### src/hw/rtl/tarw_pkg.sv
// Shared types and constants for the tar header stream walker.
// Holds the phase enum, status and kind codes, header field offsets and the result record.
// No dependencies.
package tarw_pkg;

    // Walker phase
    typedef enum logic [1:0] {
        PH_HEADER = 2'd0,
        PH_DATA   = 2'd1,
        PH_HALT   = 2'd2
    } phase_t;

    // Result status codes
    localparam logic [2:0] ST_KEPT    = 3'd0;
    localparam logic [2:0] ST_SKIPPED = 3'd1;
    localparam logic [2:0] ST_EOA     = 3'd2;
    localparam logic [2:0] ST_BAD     = 3'd3;
    localparam logic [2:0] ST_ENDED   = 3'd4;

    // Entry kind codes
    localparam logic [2:0] KIND_REGULAR  = 3'd0;
    localparam logic [2:0] KIND_HARDLINK = 3'd1;
    localparam logic [2:0] KIND_SYMLINK  = 3'd2;
    localparam logic [2:0] KIND_DIR      = 3'd3;
    localparam logic [2:0] KIND_OTHER    = 3'd4;

    // Type flag characters
    localparam logic [7:0] CHAR_NUL  = 8'h00;
    localparam logic [7:0] CHAR_REG  = 8'h30;
    localparam logic [7:0] CHAR_LINK = 8'h31;
    localparam logic [7:0] CHAR_SYM  = 8'h32;
    localparam logic [7:0] CHAR_DIR  = 8'h35;
    localparam logic [7:0] CHAR_OCT0 = 8'h30;
    localparam logic [7:0] CHAR_OCT7 = 8'h37;

    // Header layout
    localparam int SIZE_AT   = 124;
    localparam int SIZE_LEN  = 12;
    localparam int TYPE_AT   = 156;
    localparam int MAGIC_AT  = 257;
    localparam int MAGIC_LEN = 5;

    // Field widths
    localparam int SIZE_W   = 32;
    localparam int KIND_W   = 3;
    localparam int STATUS_W = 3;
    localparam int OFF_W    = 40;
    localparam int IDX_W    = 24;
    localparam int BLK_W    = 24;

    // One result record
    typedef struct packed {
        logic [STATUS_W-1:0] status;
        logic [KIND_W-1:0]   entry_kind;
        logic [SIZE_W-1:0]   entry_size;
        logic [OFF_W-1:0]    content_offset;
        logic [IDX_W-1:0]    entry_index;
        logic                halted;
    } result_t;

    // Expected magic character at index 0..4 ("ustar")
    function automatic logic [7:0] magic_char(input logic [2:0] idx);
        logic [7:0] c;
        case (idx)
            3'd0:    c = 8'h75;
            3'd1:    c = 8'h73;
            3'd2:    c = 8'h74;
            3'd3:    c = 8'h61;
            3'd4:    c = 8'h72;
            default: c = 8'h00;
        endcase
        return c;
    endfunction

endpackage

### src/hw/rtl/tar_header_stream_walker.sv
// Top level of the tar header stream walker: stream ports, input and result registers.
// Instantiates tarw_walker; depends on tarw_pkg.
//
//  Channel  | Dir | Signals                        | Carries
//  ---------+-----+--------------------------------+------------------------------------
//  s_       | in  | s_tvalid s_tready s_tdata s_tlast | one archive byte, tlast = last byte
//  m_       | out | m_tvalid m_tready m_tdata m_tuser | one result per header end/halt
//
// One byte per clock unless the output stalls; a byte waits in the input register and
// its result (if any) is captured in the output register when the walker steps on it.
// Header parsing and block skipping are per-byte counter and compare logic in tarw_walker.
// The walker steps only while the output register is free or being taken; an empty
// input register still takes a request while the output stalls.
// rst_n clears all control state and returns the walker to the header phase.
// After halt, further requests are still taken and dropped.
module tar_header_stream_walker #(
    parameter int BLOCK_BYTES = 512,
    parameter int OFFSET_BITS = 40,
    parameter int COUNT_BITS  = 24
) (
    input  logic         clk,
    input  logic         rst_n,
    input  logic         s_tvalid,
    output logic         s_tready,
    input  logic [7:0]   s_tdata,   // [7:0] archive_byte
    input  logic         s_tlast,   // last_byte
    output logic         m_tvalid,
    input  logic         m_tready,
    output logic [103:0] m_tdata,   // [2:0] entry_kind, [34:3] entry_size,
                                    // [74:35] content_offset, [98:75] entry_index,
                                    // [99] halted, [103:100] zero
    output logic [2:0]   m_tuser    // [2:0] status
);

    logic              in_valid_reg;
    logic [7:0]        in_byte_reg;
    logic              in_last_reg;
    logic              out_valid_reg;
    tarw_pkg::result_t out_reg;
    logic              advance;
    logic              step;
    logic              res_valid;
    tarw_pkg::result_t res;

    assign advance  = !out_valid_reg || m_tready;
    assign s_tready = !in_valid_reg || advance;
    assign step     = in_valid_reg && advance;

    // Input register
    always_ff @(posedge clk or negedge rst_n)
    begin
        if (!rst_n)
            in_valid_reg <= 1'b0;
        else if (s_tready)
            in_valid_reg <= s_tvalid;
    end

    always_ff @(posedge clk)
    begin
        if (s_tvalid && s_tready)
        begin
            in_byte_reg <= s_tdata;
            in_last_reg <= s_tlast;
        end
    end

    tarw_walker #(
        .BLOCK_BYTES (BLOCK_BYTES),
        .OFFSET_BITS (OFFSET_BITS),
        .COUNT_BITS  (COUNT_BITS)
    ) u_walker (
        .clk          (clk),
        .rst_n        (rst_n),
        .step         (step),
        .archive_byte (in_byte_reg),
        .last_byte    (in_last_reg),
        .res_valid    (res_valid),
        .res          (res)
    );

    // Result register
    always_ff @(posedge clk or negedge rst_n)
    begin
        if (!rst_n)
            out_valid_reg <= 1'b0;
        else if (advance)
            out_valid_reg <= res_valid;
    end

    always_ff @(posedge clk)
    begin
        if (advance && res_valid)
            out_reg <= res;
    end

    assign m_tvalid = out_valid_reg;
    assign m_tuser  = out_reg.status;
    assign m_tdata  = {4'b0000, out_reg.halted, out_reg.entry_index,
                       out_reg.content_offset, out_reg.entry_size, out_reg.entry_kind};

endmodule

### src/hw/rtl/tarw_walker.sv
// Walker state for the tar header stream walker: block position, header fields, skip count.
// Takes one byte per step and produces at most one result record in the same cycle.
// Depends on tarw_pkg.
module tarw_walker #(
    parameter int BLOCK_BYTES = 512,
    parameter int OFFSET_BITS = 40,
    parameter int COUNT_BITS  = 24
) (
    input  logic              clk,
    input  logic              rst_n,
    input  logic              step,
    input  logic [7:0]        archive_byte,
    input  logic              last_byte,
    output logic              res_valid,
    output tarw_pkg::result_t res
);

    localparam int BIB_W = $clog2(BLOCK_BYTES);
    localparam logic [BIB_W-1:0] BLOCK_END = BIB_W'(BLOCK_BYTES - 1);

    tarw_pkg::phase_t            phase_reg, phase_next;
    logic [BIB_W-1:0]            bib_reg, bib_next;
    logic [tarw_pkg::SIZE_W-1:0] size_reg, size_next;
    logic                        stopped_reg, stopped_next;
    logic                        empty_reg, empty_next;
    logic                        magic_reg, magic_next;
    logic [7:0]                  type_reg, type_next;
    logic [tarw_pkg::BLK_W-1:0]  blocks_reg, blocks_next;
    logic [OFFSET_BITS-1:0]      pos_reg, pos_next;
    logic [COUNT_BITS-1:0]       kept_reg, kept_next;

    logic                        block_end;
    logic                        in_size, in_magic, is_digit;
    logic [tarw_pkg::KIND_W-1:0] kind;
    logic                        kept;
    logic [tarw_pkg::BLK_W-1:0]  blocks_calc;
    logic [tarw_pkg::BLK_W-1:0]  blocks_dec;
    logic [2:0]                  magic_idx;
    logic [tarw_pkg::IDX_W-1:0]  index_out;
    logic [tarw_pkg::OFF_W-1:0]  offset_out;

    assign block_end  = (bib_reg == BLOCK_END);
    assign in_size    = (bib_reg >= BIB_W'(tarw_pkg::SIZE_AT)) &&
                        (bib_reg <  BIB_W'(tarw_pkg::SIZE_AT + tarw_pkg::SIZE_LEN));
    assign in_magic   = (bib_reg >= BIB_W'(tarw_pkg::MAGIC_AT)) &&
                        (bib_reg <  BIB_W'(tarw_pkg::MAGIC_AT + tarw_pkg::MAGIC_LEN));
    assign magic_idx  = 3'(bib_reg - BIB_W'(tarw_pkg::MAGIC_AT));
    assign is_digit   = (archive_byte >= tarw_pkg::CHAR_OCT0) &&
                        (archive_byte <= tarw_pkg::CHAR_OCT7);
    assign index_out  = tarw_pkg::IDX_W'(32'(kept_reg));
    assign offset_out = tarw_pkg::OFF_W'(64'(pos_reg + OFFSET_BITS'(1)));
    assign blocks_dec = blocks_reg - tarw_pkg::BLK_W'(1);

    // Kind decode from the type byte
    always_comb
    begin
        kept = 1'b1;
        unique case (type_reg) inside
            tarw_pkg::CHAR_REG, tarw_pkg::CHAR_NUL: kind = tarw_pkg::KIND_REGULAR;
            tarw_pkg::CHAR_LINK:                    kind = tarw_pkg::KIND_HARDLINK;
            tarw_pkg::CHAR_SYM:                     kind = tarw_pkg::KIND_SYMLINK;
            tarw_pkg::CHAR_DIR:                     kind = tarw_pkg::KIND_DIR;
            default:
            begin
                kind = tarw_pkg::KIND_OTHER;
                kept = 1'b0;
            end
        endcase
    end

    // Data blocks to skip: ceil(size / block)
    assign blocks_calc = tarw_pkg::BLK_W'(size_next >> BIB_W) +
                         tarw_pkg::BLK_W'(|size_next[BIB_W-1:0]);

    // Header field capture and next state
    always_comb
    begin
        phase_next   = phase_reg;
        bib_next     = block_end ? '0 : bib_reg + BIB_W'(1);
        pos_next     = pos_reg + OFFSET_BITS'(1);
        size_next    = size_reg;
        stopped_next = stopped_reg;
        empty_next   = empty_reg;
        magic_next   = magic_reg;
        type_next    = type_reg;
        blocks_next  = blocks_reg;
        kept_next    = kept_reg;
        res_valid    = 1'b0;
        res          = '{status: tarw_pkg::ST_ENDED, entry_kind: tarw_pkg::KIND_REGULAR,
                         entry_size: '0, content_offset: '0, entry_index: index_out,
                         halted: 1'b1};

        if (phase_reg == tarw_pkg::PH_HEADER)
        begin
            // New header: clear the per-header fields
            if (bib_reg == '0)
            begin
                empty_next   = (archive_byte == tarw_pkg::CHAR_NUL);
                size_next    = '0;
                stopped_next = 1'b0;
                magic_next   = 1'b1;
                type_next    = '0;
            end
            // Octal size, stops at first non-digit
            if (in_size && !stopped_next)
            begin
                if (is_digit)
                    size_next = {size_next[tarw_pkg::SIZE_W-4:0], archive_byte[2:0]};
                else
                    stopped_next = 1'b1;
            end
            if (bib_reg == BIB_W'(tarw_pkg::TYPE_AT))
                type_next = archive_byte;
            if (in_magic && archive_byte != tarw_pkg::magic_char(magic_idx))
                magic_next = 1'b0;

            // End of header: report
            if (block_end)
            begin
                res_valid = 1'b1;
                if (empty_next)
                begin
                    res.status = tarw_pkg::ST_EOA;
                    phase_next = tarw_pkg::PH_HALT;
                end
                else if (!magic_next)
                begin
                    res.status = tarw_pkg::ST_BAD;
                    phase_next = tarw_pkg::PH_HALT;
                end
                else
                begin
                    res.status         = kept ? tarw_pkg::ST_KEPT : tarw_pkg::ST_SKIPPED;
                    res.entry_kind     = kind;
                    res.entry_size     = size_next;
                    res.content_offset = offset_out;
                    res.halted         = last_byte;
                    if (kept)
                        kept_next = kept_reg + COUNT_BITS'(1);
                    blocks_next = blocks_calc;
                    if (last_byte)
                        phase_next = tarw_pkg::PH_HALT;
                    else if (blocks_calc != '0)
                        phase_next = tarw_pkg::PH_DATA;
                    else
                        phase_next = tarw_pkg::PH_HEADER;
                end
            end
        end
        else if (phase_reg == tarw_pkg::PH_DATA)
        begin
            // Skip data blocks
            if (block_end)
            begin
                blocks_next = blocks_dec;
                if (blocks_dec == '0)
                    phase_next = tarw_pkg::PH_HEADER;
            end
        end

        // Buffer ended away from a header end
        if (phase_reg != tarw_pkg::PH_HALT && last_byte && !res_valid)
        begin
            res_valid  = 1'b1;
            phase_next = tarw_pkg::PH_HALT;
        end

        // Halted: bytes are dropped without any change
        if (phase_reg == tarw_pkg::PH_HALT)
        begin
            bib_next = bib_reg;
            pos_next = pos_reg;
        end

        if (!step)
            res_valid = 1'b0;
    end

    // State registers
    always_ff @(posedge clk or negedge rst_n)
    begin
        if (!rst_n)
        begin
            phase_reg   <= tarw_pkg::PH_HEADER;
            bib_reg     <= '0;
            size_reg    <= '0;
            stopped_reg <= 1'b0;
            empty_reg   <= 1'b0;
            magic_reg   <= 1'b1;
            type_reg    <= '0;
            blocks_reg  <= '0;
            pos_reg     <= '0;
            kept_reg    <= '0;
        end
        else if (step)
        begin
            phase_reg   <= phase_next;
            bib_reg     <= bib_next;
            size_reg    <= size_next;
            stopped_reg <= stopped_next;
            empty_reg   <= empty_next;
            magic_reg   <= magic_next;
            type_reg    <= type_next;
            blocks_reg  <= blocks_next;
            pos_reg     <= pos_next;
            kept_reg    <= kept_next;
        end
    end

    // Halt is sticky until reset
    a_halt_sticky: assert property (@(posedge clk) disable iff (!rst_n)
        phase_reg == tarw_pkg::PH_HALT |=> phase_reg == tarw_pkg::PH_HALT)
        else $error("walker left halt without reset");

    // Phase changes into header or data only at a block boundary
    a_phase_boundary: assert property (@(posedge clk) disable iff (!rst_n)
        (phase_reg != $past(phase_reg) && phase_reg != tarw_pkg::PH_HALT) |-> bib_reg == '0)
        else $error("phase changed inside a block");

    // A result that does not halt is always an entry report
    a_entry_result: assert property (@(posedge clk) disable iff (!rst_n)
        (res_valid && !res.halted) |->
        (res.status == tarw_pkg::ST_KEPT || res.status == tarw_pkg::ST_SKIPPED))
        else $error("non-entry result without halt");

    // Results come only from an accepted byte outside halt
    a_result_source: assert property (@(posedge clk) disable iff (!rst_n)
        res_valid |-> (step && phase_reg != tarw_pkg::PH_HALT))
        else $error("result without a live byte");

endmodule

### config.mk
export PLATFORM = sky130hd
export DESIGN_NAME = tar_header_stream_walker
export DESIGN_NICKNAME = d
export VERILOG_FILES = /design/src/hw/rtl/tarw_pkg.sv /design/src/hw/rtl/tar_header_stream_walker.sv /design/src/hw/rtl/tarw_walker.sv
export SDC_FILE = /design/constraint.sdc
export NUM_CORES = 1
export LEC_CHECK = 0
export BUFFER_PORTS_ARGS = -buffer_cell sky130_fd_sc_hd__buf_2
export CORE_MARGIN = 2
export CORE_UTILIZATION = 60
export DETAILED_ROUTE_END_ITERATION = 12
export PLACE_DENSITY = 0.81
export SYNTH_ARGS = -nofsm -noshare
export SYNTH_HDL_FRONTEND = slang
export SYNTH_SLANG_ARGS = --single-unit
### constraint.sdc
create_clock -name clk -period 6.22 [get_ports clk]
set_input_delay 1.244 -clock clk [delete_from_list [all_inputs] [get_ports clk]]
set_output_delay 1.244 -clock clk [all_outputs]
set_load 0.03 [all_outputs]
==> flow_summary.json, run 1 <==
{
  "cts_tree": "done",
  "hold_slack_ps": 452.2,
  "dp.final_hpwl_um": 19560,
  "worst_pin_slew_ps": 1123,
  "cp_slowest_cell": "or4_4",
  "r2r_slack_ps": 1090,
  "final_cell_mix": "nand2_1, dfrtp_1, buf_2",
  "clockBufferDepth": 3,
  "synthArstFlopShare_pct": 56.25,
  "endpoint_kind": "flip-flop",
  "path_max_fanout": 33,
  "wl_um": 29090,
  "arrival_ps": 5530,
  "critPathRequiredTime_ps": 6620,
  "via_count": 9786,
  "synth_cell_types": 83,
  "final_common_cell": "nand2_1",
  "avgSynthCellArea_um2": 10.40,
  "relSlewSlack_pct": 24.94,
  "p_leak_nw": 5.719,
  "fin_nets": 1362,
  "fin_worst_skew_ps": 7.969,
  "place.port_buffers": 117,
  "power_mw": 4.251,
  "fmaxAchievable_ghz": 0.1950,
  "worstPathCellList": "or4_4 > or4_4 > a21boi_2 > nor2b_2 > buf_4 > a21oi_1 > a21oi_1 > ha_1 > ha_1 > o211a_1 > a32oi_4 > nor4_4 > nand4b_2 > or3_1 > a22oi_1 > and4b_1 > a31oi_1",
  "fin_cells": 1629,
  "cap_viol_max_count": 0,
  "p_sw_share_pct": 29.48,
  "dp_cells": 1581,
  "overflow": 0,
  "vias_per_cell": 6.007,
  "cp_top_family": "simple AND/OR/NAND/NOR gates",
  "ys_seq_elements": 256,
  "die-area_um2": 22690,
  "synth-edff-count": 112,
  "antenna_found_initial": 0,
  "report.final.slew_viol_count": 0,
  "routedWlPerCell_um": 17.86,
  "antenna_left": 0,
  "cts.sinks": 256,
  "crit_type": "reg2reg",
  "postCtsResizedCells": 0,
  "largest_reg_flops": 100,
  "holdCritPathClass": "reg2reg",
  "pwr-share-comb_pct": 17.5,
  "synth_warnings": 0,
  "netlist_instances": 1240,
  "clk_pin_slew_ps": 60,
  "io_pins": 122,
  "ir_drop_v": 0.0001719,
  "period_share_pct": 82.43,
  "htree_levels": 1,
  "die_h_um": 150.6,
  "layout-drive-gt1-share_pct": 15.44,
  "syn_to_final_growth_pct": 12.38,
  "clock-root-buffer": "clkbuf_16",
  "die_w_um": 150.6,
  "track_usage_pct": 26.03,
  "tns_ps": 0,
  "core_um2": 21090,
  "synth_area_um2": 12900,
  "cts_inserted_buffers": 26,
  "p_int_mw": 2.998,
  "rsz0062_at_grt": "no",
  "status": "completed",
  "drtIter0Drc": 803,
  "insertedDiodeCount": 0,
  "power.share.clock_pct": 35.9,
  "powerDensity_nw_per_um2": 293.2,
  "synth-seq-area-share_pct": 54.01,
  "grt_pass1_wl_um": 47330,
  "insertion_delay_ps": 530,
  "drtPass1Iterations": 5,
  "post_cts_buffers": 0,
  "grt_max_degree": 100,
  "ys.flop_type": "dfrtp_1",
  "fin_crit_ps": 5127,
  "rows": 53,
  "holdBufCountCts": 0,
  "grt_pass1_vias": 9285,
  "seqPwrFrac_pct": 46.6,
  "hold_viol": 0,
  "slowest_delay_ps": 620,
  "p_sw_mw": 1.253,
  "setup_viol": 0,
  "drc": 0,
  "path_buf_inv": 1,
  "gp_congestion": 0.8922,
  "initial_core_util_pct": 61.18,
  "nFillCells": 1593,
  "startpoint_type": "flip-flop"
}
layer usage:
metal / vias to the layer above / part of all wire, % / track usage (%)
li1: 4656 / - / -
met1: 4757 / 44 / 37.81
met2: 326 / 48 / 41.48
met3: 47 / 6.7 / 3.939
met4: 0 / 1.9 / 6.636
met5: - / 0 / 0
path summary, 6_finish.rpt:
check | from | end | depth (start not counted)
max in group asynchronous | rst_n | u_walker.pos_reg[4] | 2
min | u_walker.index_out[22] | m_tdata[97] | 0
min reg2reg | u_walker.index_out[22] | m_tdata[97] | 0
max reg2reg | u_walker.bib_reg[5] | u_walker.phase_reg[0] | 17
max | u_walker.bib_reg[5] | u_walker.phase_reg[0] | 17
min in group asynchronous | rst_n | u_walker.pos_reg[39] | 1
per-stage QoR:
stage	util, %	instance area, um2	setup slack [ps]
6_report	68.76	14500	1093
5_1_grt	68.76	14500	786.8
4_1_cts	68.76	14500	1130
3_5_place_dp	64.80	13660	1149
3_3_place_gp	64.80	13660	1299
2_1_floorplan	-	12910	741.9
synthesized netlist by cell type, types with 12 or more instances:
cell type,number,share of area (%)
nand3_1,56,2.2
nor2_1,114,3.3
o21ai_0,39,1.5
and2_1,12,0.58
edfxtp_1,112,26
nor4_1,20,0.97
dfrtp_1,143,28
nor3_1,33,1.3
clkbuf_1,52,1.5
a21oi_1,79,3.1
or3_1,20,0.97
xor2_1,41,2.8
inv_1,20,0.58
ha_1,15,1.5
a22oi_1,17,0.99
and3_1,24,1.2
nand2_1,161,4.7
a22o_1,39,2.6
nand2b_1,13,0.63
xnor2_1,77,5.2
cell type report:
| type | count | area [um2] | area share [%] |
|---|---|---|---|
| well taps | 275 | 344.1 | 2.373 |
| clock inverters | 6 | 62.56 | 0.4315 |
| repair buffers | 130 | 689.4 | 4.755 |
| flip-flops and latches | 256 | 6968 | 48.06 |
| inverters | 20 | 75.07 | 0.5178 |
| clock buffers | 42 | 772.0 | 5.324 |
| multi-input cells | 900 | 5588 | 38.54 |
logic make-up (layout without fill, tap and decap cells):
family | after synthesis | in the layout | share of synthesized area (%)
AND/OR/NAND/NOR | 504 | 504 | 19.26
AO/OA/AOI/OAI | 256 | 256 | 14.01
flip-flops | 256 | 256 | 54.01
XOR/XNOR | 118 | 118 | 8.011
buffers and inverters | 87 | 198 | 2.977
adder cells (fa/ha/maj) | 15 | 15 | 1.455
multiplexers | 3 | 3 | 0.2425
other | 1 | 4 | 0.02907
power groups by stage:
stage / Sequential, mW / Combinational, mW / Clock, mW
2_1_floorplan: 2.12 / 0.432 / 0
3_3_place_gp: 2.01 / 0.722 / 0
3_5_place_dp: 2.01 / 0.736 / 0
4_1_cts: 1.98 / 0.742 / 1.55
5_1_grt: 2.00 / 0.817 / 1.62
6_report: 1.98 / 0.743 / 1.53
Note: power is estimated with default switching activity, not from simulation.
==> inputs of run 2 (changes only) <==
- CORE_UTILIZATION: 60 -> 54
- PLACE_DENSITY: 0.81 -> 0.77
- clock period: 6.22 -> 4.1 ns (I/O delays scaled with it)
==> run 2 against run 1 <==
  * The flow now finishes with violations (negative setup slack)
  * Utilization shrank 4.5 points
  * Count of clock-buffer cells in the layout shrank 8
  * Register-to-register slack lost 1200 ps
  * Maximum frequency grew 23%
  * Combinational power grew 70%
  * Hold slack lost 57 ps
  * Critical path type unchanged
  * Sequential cell count is the same
  * Via count grew 1.5%
  * First-iteration DRC count grew 8.0%
==> flow_summary.json, run 2 (synthesized netlist as in run 1, its figures left out) <==
{
  "status": "finished, violations left",
  "failed_checks": "negative setup slack",
  "ir_drop_v": 0.0002806,
  "rows": 56,
  "critPathRequiredTime_ps": 4510,
  "holdCritPathClass": "in2async",
  "report.final.slew_viol_count": 0,
  "antenna_left": 0,
  "path_max_fanout": 5,
  "cts_tree": "done",
  "hold_viol": 0,
  "via_count": 9934,
  "placed_cell_area_um2": 14040,
  "rsz0062_at_grt": "yes",
  "cap_viol_max_count": 0,
  "fin_worst_skew_ps": 11.28,
  "gp_congestion": 0.8885,
  "io_pins": 122,
  "cts_inserted_buffers": 27,
  "dp.final_hpwl_um": 19560,
  "insertion_delay_ps": 540,
  "worst_pin_slew_ps": 1056,
  "final_cell_mix": "nand2_1, dfrtp_1, buf_2",
  "insertedDiodeCount": 0,
  "fin_crit_ps": 4161,
  "routedWlPerCell_um": 16.89,
  "crit_type": "reg2reg",
  "track_usage_pct": 23.21,
  "core_um2": 23470,
  "endpoint_kind": "flip-flop",
  "drtPass1Iterations": 5,
  "wl_um": 29020,
  "reg2reg_to": "u_walker.phase_reg[0]",
  "die_w_um": 158.6,
  "reg2reg_depth": 16,
  "initial_core_util_pct": 54.96,
  "pre_cts_ws_ps": -3.614,
  "holdBufCountCts": 0,
  "htree_levels": 1,
  "layout_setup_ws_ps": -60.82,
  "grt_pass1_wl_um": 46820,
  "final_common_cell": "nand2_1",
  "setup_viol": 1,
  "cts.sinks": 256,
  "place.port_buffers": 117,
  "p_leak_nw": 6.002,
  "syn_to_final_growth_pct": 16.87,
  "period_share_pct": 101.5,
  "clock-root-buffer": "clkbuf_16",
  "overflow": 0,
  "antenna_found_initial": 0,
  "largest_reg_flops": 100,
  "grt_max_degree": 105,
  "grt_pass1_vias": 9276,
  "clockBufferDepth": 3,
  "vias_per_cell": 5.782,
  "fmaxAchievable_ghz": 0.2403,
  "worstReg2RegStart": "u_walker.bib_reg[6]",
  "die-area_um2": 25140,
  "fin_nets": 1406,
  "r2r_slack_ps": -60,
  "powerDensity_nw_per_um2": 444.4,
  "drc": 0,
  "layout-drive-gt1-share_pct": 19.09,
  "startpoint_type": "flip-flop",
  "stdcell_area_um2": 15080,
  "clk_pin_slew_ps": 60,
  "arrival_ps": 4570,
  "power_mw": 6.700,
  "die_h_um": 158.6,
  "nFillCells": 1825,
  "drtIter0Drc": 867,
  "relSlewSlack_pct": 29.45
}
==> run 2: cell count changes in the layout (fill, tap and decap cells not counted), moves of 3 or more <==
cell and change:
buf_4 +41, bufinv_16 +3, clkbuf_1 -5, clkbuf_8 -3
clkinv_1 +5, o21ai_0 -3, or3_1 -3, or3_4 +3
==> run 2: cell type report <==
type	instances	area, um2	share of cell area (%)
clock buffer	34	711.9	4.722
multi-input combinational	900	5700	37.81
sequential	256	6968	46.22
clock inverter	16	185.2	1.228
tap	319	399.1	2.647
inverter	20	75.07	0.4979
timing repair buffer	173	1037	6.880
==> run 2: timing repair <==
| action | in CTS | in global routing |
|---|---|---|
| buffers inserted | 2 | 8 |
| gates cloned | 0 | 0 |
| setup endpoints to repair | 1 | 10 |
| resized for setup | 1 | 13 |
| pin swaps | 6 | 12 |
==> run 2: how the worst max path moves through the flow <==
stage | slack [ps] | startpoint | end | cells past startpoint
3_3_place_gp | 120 | u_walker.bib_reg[4] | u_walker.phase_reg[0] | 15
2_1_floorplan | -120 | u_walker.bib_reg[4] | u_walker.phase_reg[0] | 17
6_report | -60 | u_walker.bib_reg[6] | u_walker.phase_reg[0] | 16
5_1_grt | -220 | u_walker.bib_reg[6] | u_walker.phase_reg[0] | 16
4_1_cts | -8 | u_walker.bib_reg[4] | u_walker.phase_reg[0] | 16
3_5_place_dp | -4 | u_walker.bib_reg[4] | u_walker.phase_reg[0] | 15
==> run 2: where the power goes <==
group	internal (mW)	switching, mW	total, mW
clock	1.48	0.986	2.47
sequential	2.87	0.102	2.97
combinational	0.390	0.873	1.26
total	4.74	1.96	6.70
==> run 2: routing by layer <==
metal | track usage [%] | share of wire, %
met4 | 6.864 | 2.4
met2 | 36.22 | 46
met3 | 3.457 | 5.8
met1 | 33.85 | 46
met5 | 0 | 0
==> run 2: metrics by stage <==
stage	setup TNS, ps	instances	hold slack [ps]	utilization, %
floorplan	-116.2	1243	424.9	-
global route	-424.7	1718	443.4	64.23
global placement	0	1658	433.2	59.82
detailed placement	-3.614	1658	434.1	59.82
CTS	-8.040	1710	437.7	63.73
finish	-60.82	1718	395.7	64.23
==> run 2: worst max-delay path: stages (launching register included) <==
cell	delay [ps]
dfrtp_1	390
or4_4	540
or4_4	560
a21boi_4	150
buf_4	130
nand2b_1	100
o21ai_2	160
a21oi_2	70
ha_2	220
ha_4	170
o211a_1	130
a32oi_4	300
xor2_1	130
or4_1	420
a31o_1	240
and4b_1	240
a31oi_1	70
==> inputs of run 3 (changes only) <==
- CTS_CLUSTER_SIZE: default -> 20
- PLACE_DENSITY: 0.77 -> 0.76
- SETUP_SLACK_MARGIN: default -> 0.3
- SYNTH_HIERARCHICAL: default -> 1
==> run 3 against run 2 <==
  * The flow now finishes without violations
  * Sequential cell count unchanged
  * Die area increased by 3.4%
  * Non-clock buffer count decreased by 2
  * Design area increased by 3.1%
  * Largest cell class unchanged
==> flow_summary.json, run 3 <==
{
  "fmaxAchievable_ghz": 0.2542,
  "fin_crit_ps": 3934,
  "ys_seq_elements": 256,
  "tns_ps": 0,
  "r2r_slack_ps": 170,
  "startpoint_type": "flip-flop",
  "ys.flop_type": "dfrtp_1",
  "gp_congestion": 1.008,
  "die_h_um": 161.2,
  "die-area_um2": 25990,
  "endpoint_kind": "flip-flop",
  "io_pins": 122,
  "fin_worst_skew_ps": 13.62,
  "synth_top_area_share_pct": 26.81,
  "multi_input_area_um2": 6207,
  "clock-root-buffer": "clkbuf_16",
  "routedWlPerCell_um": 17.37,
  "grt_pass1_wl_um": 50090,
  "initial_core_util_pct": 54.87,
  "reg2reg_depth": 19,
  "powerDensity_nw_per_um2": 328.3,
  "via_count": 10380,
  "synth-seq-area-share_pct": 52.21,
  "layout-drive-gt1-share_pct": 19.34,
  "synth_area_um2": 13350,
  "clk_pin_slew_ps": 60,
  "cap_viol_max_count": 0,
  "ir_drop_v": 0.0002623,
  "drtPass1Iterations": 5,
  "track_usage_pct": 23.56,
  "rsz0062_at_grt": "yes",
  "worstSetupStartpoint": "u_walker/bib_reg[5]",
  "final_common_cell": "nand2_1",
  "arrival_ps": 4350,
  "yosys-top-cells-count": "nand2_1, dfrtp_1, nor2_1",
  "clockBufferDepth": 3,
  "utilization_pct": 63.93,
  "p_leak_nw": 6.621,
  "drc": 0,
  "place.port_buffers": 117,
  "worst_pin_slew_ps": 1067,
  "report.final.slew_viol_count": 0,
  "drtIter0Drc": 989,
  "vias_per_cell": 5.806,
  "final_cell_mix": "nand2_1, dfrtp_1, nor2_1",
  "crit_type": "reg2reg",
  "netlist_instances": 1322,
  "hold_viol": 0,
  "fin_nets": 1470,
  "htree_levels": 1,
  "antenna_left": 0,
  "synth-edff-count": 112,
  "avgSynthCellArea_um2": 10.09,
  "setup_viol": 0,
  "holdCritPathClass": "in2async",
  "synth_cell_types": 87,
  "nFillCells": 1937,
  "dp.final_hpwl_um": 20710,
  "status": "completed",
  "period_share_pct": 95.95,
  "grt_max_degree": 65,
  "synthArstFlopShare_pct": 56.25,
  "largest_reg_flops": 100,
  "ff_latch_area_um2": 6970,
  "insertion_delay_ps": 560,
  "yosysMostFrequentCell": "nand2_1",
  "yosysTopAreaCell": "dfrtp_1",
  "syn_to_final_growth_pct": 16.51,
  "rows": 57,
  "worstReg2RegStart": "u_walker/bib_reg[5]",
  "path_max_fanout": 6,
  "core_um2": 24320,
  "grt_pass1_vias": 9656,
  "wl_um": 31050,
  "critPathRequiredTime_ps": 4510,
  "overflow": 0,
  "cts_inserted_buffers": 27,
  "cts_tree": "done",
  "synth_area_leaders": "dfrtp_1, edfxtp_1, nand2_1",
  "die_w_um": 161.2,
  "synth_warnings": 6,
  "hold_slack_ps": 244.4,
  "antenna_found_initial": 1,
  "cts.sinks": 256,
  "relSlewSlack_pct": 28.89
}
run 3: timing repair:
action                     4_1_cts  5_1_grt
hold buffers                     0        0
gates resized for setup          9       23
cloned                           1        0
setup endpoints to repair        1       18
pin swaps                        9       19
buffers inserted                11       14
run 3: area by class of cell:
type	instances	area share, %
Antenna cell	1	0.01609
Sequential cell	256	44.83
Clock inverter	11	0.6920
Clock buffer	39	4.828
Tap cell	324	2.607
Inverter	20	0.4828
Timing Repair Buffer	171	6.623
Multi-Input combinational cell	966	39.92
run 3: path summary, 6_finish.rpt:
kind / end
max: u_walker/phase_reg[0]
min: u_walker/blocks_reg[12]
max reg2reg: u_walker/phase_reg[0]
min reg2reg: m_tdata[94]
max in group asynchronous: u_walker/size_reg[2]
min in group clk: in_byte_reg[0]
run 3: where the power goes:
part / internal, mW / switching [mW]
Combinational: 0.0124 / 0.0445
Sequential: 2.67 / 0.0122
Clock: 1.34 / 1.02
Total: 4.03 / 1.07
run 3: worst max-delay path, cell delays in order, from the launching register on:
cell,delay [ps]
dfrtp_2,410
or4_4,560
a2bb2o_4,230
nand2_4,50
a21o_1,190
nand2_1,70
nor2_1,40
o22ai_1,150
o21a_1,160
ha_4,180
ha_4,160
nand3_2,70
mux2_4,330
buf_6,140
buf_4,130
nor4_4,150
xor2_1,240
nand2_1,120
nor4b_4,250
a41oi_2,150
run 3: layer usage:
metal | track usage (%) | share of wire [%] | vias up
met2 | 37.38 | 47 | 361
met1 | 34.49 | 45 | 5011
met5 | 0 | 0 | -
met4 | 6.453 | 2.1 | 0
li1 | - | - | 4966
met3 | 3.082 | 5.9 | 43
run 3: per-stage QoR:
stage | area [um2] | power (mW) | instances | worst slack (ps)
floorplan | 13450 | 2.749 | 1325 | 270.6
global placement | 14310 | 2.791 | 1711 | 281.7
detailed placement | 14310 | 2.792 | 1711 | 143.4
CTS | 15320 | 5.155 | 1773 | 301.8
global route | 15550 | 5.269 | 1788 | -43.89
finish | 15550 | 5.104 | 1788 | 165.9
run 3: logic make-up after synthesis:
kind of cell	after synthesis	share of synthesized area (%)
buffers and inverters	104	3.450
other	1	0.02810
multiplexers	7	0.6937
XOR/XNOR	128	8.400
adder cells (fa/ha/maj)	15	1.406
AND/OR/NAND/NOR	552	20.75
flip-flops	256	52.21
AO/OA/AOI/OAI	259	13.06
